--- config.mk ---
export PLATFORM = sky130hd
export DESIGN_NAME = gfst_ctrl
export DESIGN_NICKNAME = d
export VERILOG_FILES = /design/src/rtl/gfst_pkg.sv /design/src/rtl/gfst_ctrl.sv
export SDC_FILE = /design/constraint.sdc
export NUM_CORES = 1
export LEC_CHECK = 0
export BUFFER_PORTS_ARGS = -buffer_cell sky130_fd_sc_hd__buf_2
export CAP_MARGIN = 20
export CORE_AREA = 5 5 42 44
export CTS_BUF_LIST = sky130_fd_sc_hd__clkbuf_4 sky130_fd_sc_hd__clkbuf_8 sky130_fd_sc_hd__clkbuf_16
export CTS_CLUSTER_SIZE = 12
export DETAILED_ROUTE_END_ITERATION = 7
export DIE_AREA = 0 0 47 49
export PLACE_DENSITY = 0.69
export SLEW_MARGIN = 20
export SYNTH_ARGS = -nofsm -noshare
export SYNTH_HDL_FRONTEND = slang
export SYNTH_SLANG_ARGS = --single-unit
export TNS_END_PERCENT = 50
--- constraint.sdc ---
create_clock -name clk_i -period 1.7 [get_ports clk_i]
set_clock_uncertainty 0.1 [all_clocks]
set_input_delay 0.085 -clock clk_i [delete_from_list [all_inputs] [get_ports clk_i]]
set_output_delay 0.085 -clock clk_i [all_outputs]
set_load 0.02 [all_outputs]
--- src/rtl/gfst_pkg.sv ---
// ----------------------------------------------------------------------------
// gfst_pkg
// Shared types and constants of the geofence speed trigger table.
// ----------------------------------------------------------------------------
package gfst_pkg;

  localparam int MAX_ZONES    = 16;
  localparam int IDX_W        = (MAX_ZONES > 1) ? $clog2(MAX_ZONES) : 1;
  localparam int CNT_W        = $clog2(MAX_ZONES + 1);
  localparam int ZONE_INDEX_W = 4;

  localparam logic OP_ADD   = 1'b0;
  localparam logic OP_CHECK = 1'b1;

  typedef enum logic [1:0] {
    KIND_ADDED   = 2'd0,
    KIND_ENTERED = 2'd1,
    KIND_LEFT    = 2'd2,
    KIND_FULL    = 2'd3
  } event_kind_e;

  // controller to datapath
  typedef struct packed {
    logic             capture;      // item accepted this cycle
    logic             add_push;     // send the add result when the output frees
    logic             issue_valid;  // scan slot enters the pipeline
    logic [IDX_W-1:0] issue_idx;
    logic             issue_flush;  // end-of-scan marker
  } ctrl_cmd_t;

  // datapath to controller
  typedef struct packed {
    logic [CNT_W-1:0] zone_count;
    logic             adv;          // pipeline and output may move this cycle
    logic             pipe_busy;
  } dp_status_t;

endpackage

--- src/rtl/gfst_ctrl.sv ---
// ----------------------------------------------------------------------------
// gfst_ctrl
// Sequencer: takes items, walks a check one zone per unstalled cycle, drains.
// ----------------------------------------------------------------------------
module gfst_ctrl (
  input  logic                  clk_i,
  input  logic                  rst_ni,
  input  logic                  in_valid_i,
  input  logic                  in_op_i,
  output logic                  in_ready_o,
  input  gfst_pkg::dp_status_t  status_i,
  output gfst_pkg::ctrl_cmd_t   cmd_o
);
  import gfst_pkg::*;

  localparam logic [1:0] ST_IDLE  = 2'd0;
  localparam logic [1:0] ST_ADD   = 2'd1;
  localparam logic [1:0] ST_SCAN  = 2'd2;
  localparam logic [1:0] ST_DRAIN = 2'd3;

  logic [1:0]       state_q, state_d;
  logic [CNT_W-1:0] scan_q, scan_d;
  logic             accept;

  assign in_ready_o = (state_q == ST_IDLE);
  assign accept     = in_valid_i && in_ready_o;

  always_comb begin
    state_d           = state_q;
    scan_d            = scan_q;
    cmd_o.capture     = accept;
    cmd_o.add_push    = 1'b0;
    cmd_o.issue_valid = 1'b0;
    cmd_o.issue_idx   = scan_q[IDX_W-1:0];
    cmd_o.issue_flush = (scan_q == status_i.zone_count);
    unique case (state_q)
      ST_IDLE: begin
        if (accept) begin
          scan_d  = '0;
          state_d = (in_op_i == OP_ADD) ? ST_ADD : ST_SCAN;
        end
      end
      ST_ADD: begin
        cmd_o.add_push = 1'b1;
        if (status_i.adv) state_d = ST_IDLE;
      end
      ST_SCAN: begin
        cmd_o.issue_valid = 1'b1;
        if (status_i.adv) begin
          if (cmd_o.issue_flush) state_d = ST_DRAIN;
          else scan_d = scan_q + CNT_W'(1);
        end
      end
      ST_DRAIN: begin
        if (!status_i.pipe_busy) state_d = ST_IDLE;
      end
      default: state_d = ST_IDLE;
    endcase
  end

  always_ff @(posedge clk_i or negedge rst_ni) begin
    if (!rst_ni) begin
      state_q <= ST_IDLE;
      scan_q  <= '0;
    end else begin
      state_q <= state_d;
      scan_q  <= scan_d;
    end
  end

endmodule

==> results of run 1 <==
-- worst paths after layout --
kind                                        startpoint                endpoint  slack [ns]  cells past startpoint
min in group asynchronous                       rst_ni   scan_q[3]$_DFFE_PN0P_        0.09                      2
worst max register to register   scan_q[0]$_DFFE_PN0P_   scan_q[2]$_DFFE_PN0P_        0.05                      5
worst min-delay path                        in_valid_i  state_q[1]$_DFFE_PN0P_       0.009                      3
max in group asynchronous                       rst_ni  state_q[0]$_DFFE_PN0P_        1.24                      2
worst max-delay path             scan_q[0]$_DFFE_PN0P_   scan_q[2]$_DFFE_PN0P_        0.05                      5
worst min register to register  state_q[0]$_DFFE_PN0P_  state_q[1]$_DFFE_PN0P_        0.50                      1
-- power by group through the flow --
stage	combinational, mW	sequential (mW)	clock, mW
2_1_floorplan	0.581	0.319	0
3_3_place_gp	0.815	0.302	0
3_5_place_dp	0.830	0.304	0
4_1_cts	0.853	0.306	0.180
5_1_grt	0.955	0.311	0.191
6_report	0.868	0.302	0.173
-- layer usage --
layer | track usage (%) | wire, µm | vias to the layer above
li1 | - | - | 284
met1 | 13.8 | 567 | 274
met2 | 22.9 | 708 | 22
met3 | 3.69 | 149 | 2
met4 | 9.68 | 10 | 0
met5 | 0 | 0 | -
-- worst register-to-register path, cell delays in order, from the launching register on --
cell     delay, ns
dfrtp_1       0.38
xnor2_1       0.17
nand4_1       0.19
buf_4         0.21
a22o_1        0.18
a211o_1       0.30
-- layout by cell type (no fill, tap or decap), types with 2 or more instances in the layout --
master,count
o211ai_1,2
o22ai_1,2
xnor2_1,4
dfrtp_1,7
dlygate4sd3_1,2
nor3_1,2
inv_1,5
nor2b_1,2
nand2_1,5
buf_2,19
a22o_1,2
nand3_1,5
clkbuf_4,4
nor2_1,3
buf_4,10
-- through the flow --
step / power, mW / worst slack (ns) / instances
final: 1.34 / 0.0498 / 110
after global routing: 1.46 / -0.0270 / 110
after CTS: 1.34 / 0.0803 / 109
after detailed placement: 1.13 / 0.0538 / 102
after global placement: 1.12 / 0.0975 / 102
after floorplan: 0.900 / 0.0665 / 65
-- what timing repair did --
item,CTS,global route
endpoints found under the setup margin,1,2
gates cloned,0,0
endpoints found under the hold margin,8,0
hold buffers,2,0
pin swaps,1,1
gates resized for setup,2,0
buffers inserted,1,1
-- cells by family (layout without fill, tap and decap cells) --
kind of cell / after synthesis / in the layout / synth area share, %
DFF: 7 / 7 / 31.3
buffers and inverters: 12 / 41 / 12.3
muxes: 1 / 1 / 1.79
adders and majority gates: 1 / 1 / 2.23
and+or+nand+nor: 25 / 25 / 24.1
AOI/OAI and AO/OA: 14 / 14 / 20.5
xor gates and xnor gates: 5 / 5 / 7.81
-- sequential cells by signal (all words and copies together) (netlist names) --
signal   count
state_q      2
scan_q       5
-- area by class of cell --
class / instances / share of cell area, %
inverter: 6 / 2.95
tap: 16 / 2.62
clock buffer: 4 / 3.93
sequential: 7 / 22.9
multi-input combinational: 46 / 42.7
timing repair buffer: 31 / 24.9
==> results.yml, run 1 <==
floorplanning:
  rows: 14
  die_h_um: 49
  io_pins: 20
  die_w_um: 47
  die_area_um2: 2300
  core_region_area_um2: 1400
  start_util_pct: 40.0
grt:
  grt_use_total_pct: 13.7
  grt_pass1_vias: 552
  grt_pass1_wl_mm: 2.19
  overflow: 0
  antenna_found_initial: 0
  grt_max_degree: 9
worst_setup_path:
  worst-path-buf-inv: 1
  path_cells: "xnor2_1 -> nand4_1 -> buf_4 -> a22o_1 -> a211o_1"
  crit_path_start_kind: "flop"
  cp.required_ns: 1.74
  worstSetupPathType: "flop to flop"
  cp.arrival_ns: 1.69
  cp_slowest_cell: "dfrtp_1"
  crit_fanout: 6
  cp_slowest_stage_delay_ns: 0.38
  end_kind: "flop"
  crit_family: "compound AO/OA/AOI/OAI gates"
finish:
  syn_to_final_growth_pct: 36.4
  n_antenna_cell: 0
  final_core_util_pct: 54.6
  layout-drive-gt1-share_pct: 41.5
  multi_input_area_um2: 327
  layout.nets: 107
  num-fill-cells: 145
  layout.area.seq_um2: 175
  final_cell_area_um2: 764
drt:
  drc: 0
  wl_mm: 1.44
  final_antenna_net_count: 0
  vias: 582
  post_drt_wl_per_cell_um: 13.0
  initialDrtViolationCount: 10
  vias_per_cell: 5.29
  firstDrtPassIters: 4
clock_tree:
  cts-root-buf: "clkbuf_4"
  clockBufferDepth: 2
  cts_tree: "yes"
  numCtsBuffers: 3
  insertion_delay_ns: 0.26
  cts.sinks: 7
  h-tree-depth: 1
  clkTransAtPathRegs_ns: 0.06
power:
  p_clk_share_pct: 12.9
  powerDensity_nw_per_um2: 1760
  leakage_nw: 0.389
  p_sw_share_pct: 45.0
  p_switching_uw: 605
  internal_power_uw: 738
  irDropWorstVdd_mv: 0.604
  comb_power_share_pct: 64.7
  seq_power_share_pct: 22.5
yosys:
  synth_top_area_cell: "dfrtp_1"
  synth_cells: 65
  syn_area_per_cell_um2: 8.62
  synthTopCellsByArea: "dfrtp_1 (31%), buf_4 (6.7%), xnor2_1 (6.3%)"
  postSynthRegisterBits: 7
  synth_top_area_share_pct: 31.3
  synth_edf_count: 0
  ys_async_sr_fraction_pct: 100
  synth_common_cells: "dfrtp_1 (7), buf_4 (5), inv_1 (5), nand2_1 (5), nand3_1 (5)"
  netlist-cell-type-count: 32
  postSynthNetCount: 77
  yosysMostFrequentCell: "dfrtp_1"
  ys_dominant_reg_cell: "dfrtp_1"
  yosys_warnings: 0
  seq_area_frac_synth_pct: 31.3
  synth_area_um2: 561
sta:
  tightest_slew_ns: 0.403
  clock.fmax_mhz: 606
  finalSetupTns_ns: 0
  slew_headroom_pct: 73.1
  fin_crit_ns: 1.65
  post-route-period-util_pct: 97.1
  fin_hold_ws_ns: 0.00865
  slew_violations: 0
  setup-violations-final: 0
  finalHoldViolCount: 0
placement:
  io_buffers: 19
  finalWeightedCongestion: 0.738
  place_area_um2: 689
  hpwl_mm: 1.09
outcome:
  status: "finished clean"
worst_hold_path:
  min_path_type: "primary input to flop"
job:
  cap_violations: 0
Note: power is estimated with default switching activity, not from simulation.
==> run 2: changes to the inputs <==
Settings changed: CELL_PAD_IN_SITES_DETAIL_PLACEMENT set to 2, CELL_PAD_IN_SITES_GLOBAL_PLACEMENT set to 2, CORE_AREA 5 5 42 44 to unset, CORE_MARGIN set to 5, CORE_UTILIZATION set to 26, DIE_AREA 0 0 47 49 to unset, PLACE_DENSITY 0.69 to unset, PLACE_DENSITY_LB_ADDON set to 0.1.
==> run 2 against run 1 <==
Worst setup slack gained 0.0057 ns. Non-clock buffer count grew 6. Register-to-register slack is essentially flat.
==> results.yml, run 2 (same netlist as run 1, synthesis figures left out) <==
outcome:
  status: "finished clean"
power:
  seq_power_share_pct: 20.6
  p_clk_share_pct: 12.6
  irDropWorstVdd_mv: 0.609
  internal_power_uw: 801
  p_switching_uw: 681
  p_sw_share_pct: 45.9
  comb_power_share_pct: 66.7
  powerDensity_nw_per_um2: 1750
  leakage_nw: 0.431
job:
  cap_violations: 0
sta:
  finalHoldViolCount: 0
  tightest_slew_ns: 0.280
  clock.fmax_mhz: 608
  post-route-period-util_pct: 96.7
  setup-violations-final: 0
  fin_crit_ns: 1.64
  slew_headroom_pct: 81.0
  finalSetupTns_ns: 0
  setup_ws_ns: 0.0555
  slew_violations: 0
  rsz0062_at_grt: "true"
worst_setup_path:
  end_kind: "flop"
  crit_path_start_kind: "flop"
  worstSetupPathType: "flop to flop"
  cp.arrival_ns: 1.73
  cp_slowest_cell: "or4_4"
  path_cells: "mux2i_1 -> or2_4 -> or4_4 -> o221ai_2"
  worst-path-buf-inv: 0
  crit_fanout: 4
  cp_slowest_stage_delay_ns: 0.48
  cp.required_ns: 1.79
  reg2reg_slack_ns: 0.06
  crit_family: "simple AND/OR/NAND/NOR gates"
drt:
  drc: 0
  initialDrtViolationCount: 7
  vias_per_cell: 4.87
  wl_mm: 2.07
  vias: 618
  final_antenna_net_count: 0
  firstDrtPassIters: 2
  post_drt_wl_per_cell_um: 16.3
floorplanning:
  core_region_area_um2: 2000
  die_w_um: 56.4
  io_pins: 20
  rows: 16
  start_util_pct: 28.0
  die_area_um2: 3180
  die_h_um: 56.4
finish:
  n_antenna_cell: 0
  final_core_util_pct: 42.2
  regMostFlops: "scan_q"
  final_cell_area_um2: 845
  largest_reg_flops: 5
  top_regs: "scan_q: 5 flops, state_q: 2 flops"
  final_common_cell: "buf_2"
  layout.nets: 113
  layout-drive-gt1-share_pct: 45.0
  syn_to_final_growth_pct: 50.7
  layout_common_cells: "buf_2 (18), buf_4 (12), dfrtp_1 (7)"
grt:
  grt_use_total_pct: 13.9
  grt_pass1_vias: 695
  grt_max_degree: 9
  overflow: 0
  antenna_found_initial: 0
  grt_pass1_wl_mm: 3.39
clock_tree:
  clockBufferDepth: 2
  clkTransAtPathRegs_ns: 0.06
  cts-root-buf: "clkbuf_4"
  numCtsBuffers: 3
  cts.sinks: 7
  cts_tree: "yes"
  h-tree-depth: 1
  insertion_delay_ns: 0.27
placement:
  finalWeightedCongestion: 0.787
  hpwl_mm: 1.52
  place_area_um2: 726
  place_ws_ns: 0.0829
  io_buffers: 19
worst_hold_path:
  min_path_type: "primary input to flop"
run 2: cell types whose count changed in the layout (fill, tap and decap cells not counted), sizes merged:
cell	previous run	this run
buf	29	35
run 2: worst register-to-register path: stages, from the launching register on:
cell and delay (ns):
dfrtp_1 0.42, mux2i_1 0.15, or2_4 0.26, or4_4 0.48, o221ai_2 0.15
run 2: final cells by class:
cell class                      count  area [µm²]
Fill cell                         237        1160
Multi-Input combinational cell     46         327
Timing Repair Buffer               37         256
Sequential cell                     7         175
Tap cell                           27        33.8
Clock buffer                        4        30.0
Inverter                            6        22.5
run 2: final timing paths:
kind / from / endpoint / cells past startpoint
setup / recovery: state_q[1]$_DFFE_PN0P_ / scan_q[3]$_DFFE_PN0P_ / 4
hold / removal: in_valid_i / state_q[1]$_DFFE_PN0P_ / 3
setup reg to reg: state_q[1]$_DFFE_PN0P_ / scan_q[3]$_DFFE_PN0P_ / 4
hold reg to reg: scan_q[1]$_DFFE_PN0P_ / scan_q[1]$_DFFE_PN0P_ / 2
max in group asynchronous: rst_ni / state_q[0]$_DFFE_PN0P_ / 2
min in group asynchronous: rst_ni / scan_q[4]$_DFFE_PN0P_ / 2
run 2: timing repair:
item / 4_1_cts / 5_1_grt
gates resized for setup: 2 / 6
endpoints found under the hold margin: 8 / 0
hold buffers: 2 / 0
buffers inserted: 1 / 4
endpoints found under the setup margin: 1 / 1
pin swaps: 1 / 3
run 2: power by group through the flow:
stage / clock network (mW) / logic, mW / registers [mW]
floorplan: 0 / 0.581 / 0.319
global placement: 0 / 0.885 / 0.305
detailed placement: 0 / 0.907 / 0.310
CTS: 0.194 / 0.938 / 0.306
global route: 0.201 / 1.10 / 0.316
finish: 0.187 / 0.989 / 0.306
run 2: routing by layer:
metal / track usage (%) / part of all wire, % / vias up
li1: - / - / 298
met5: 0 / 0 / -
met2: 25.7 / 54 / 16
met1: 14.7 / 40 / 299
met3: 2.75 / 3.8 / 5
met4: 7.12 / 2.1 / 0
run 2: through the flow:
step | power, mW | std cells | hold slack, ns
2_1_floorplan | 0.900 | 65 | -0.311
3_3_place_gp | 1.19 | 116 | -0.162
3_5_place_dp | 1.22 | 116 | -0.160
4_1_cts | 1.44 | 123 | 0.00481
5_1_grt | 1.62 | 127 | 0.0317
6_report | 1.48 | 127 | 0.00433
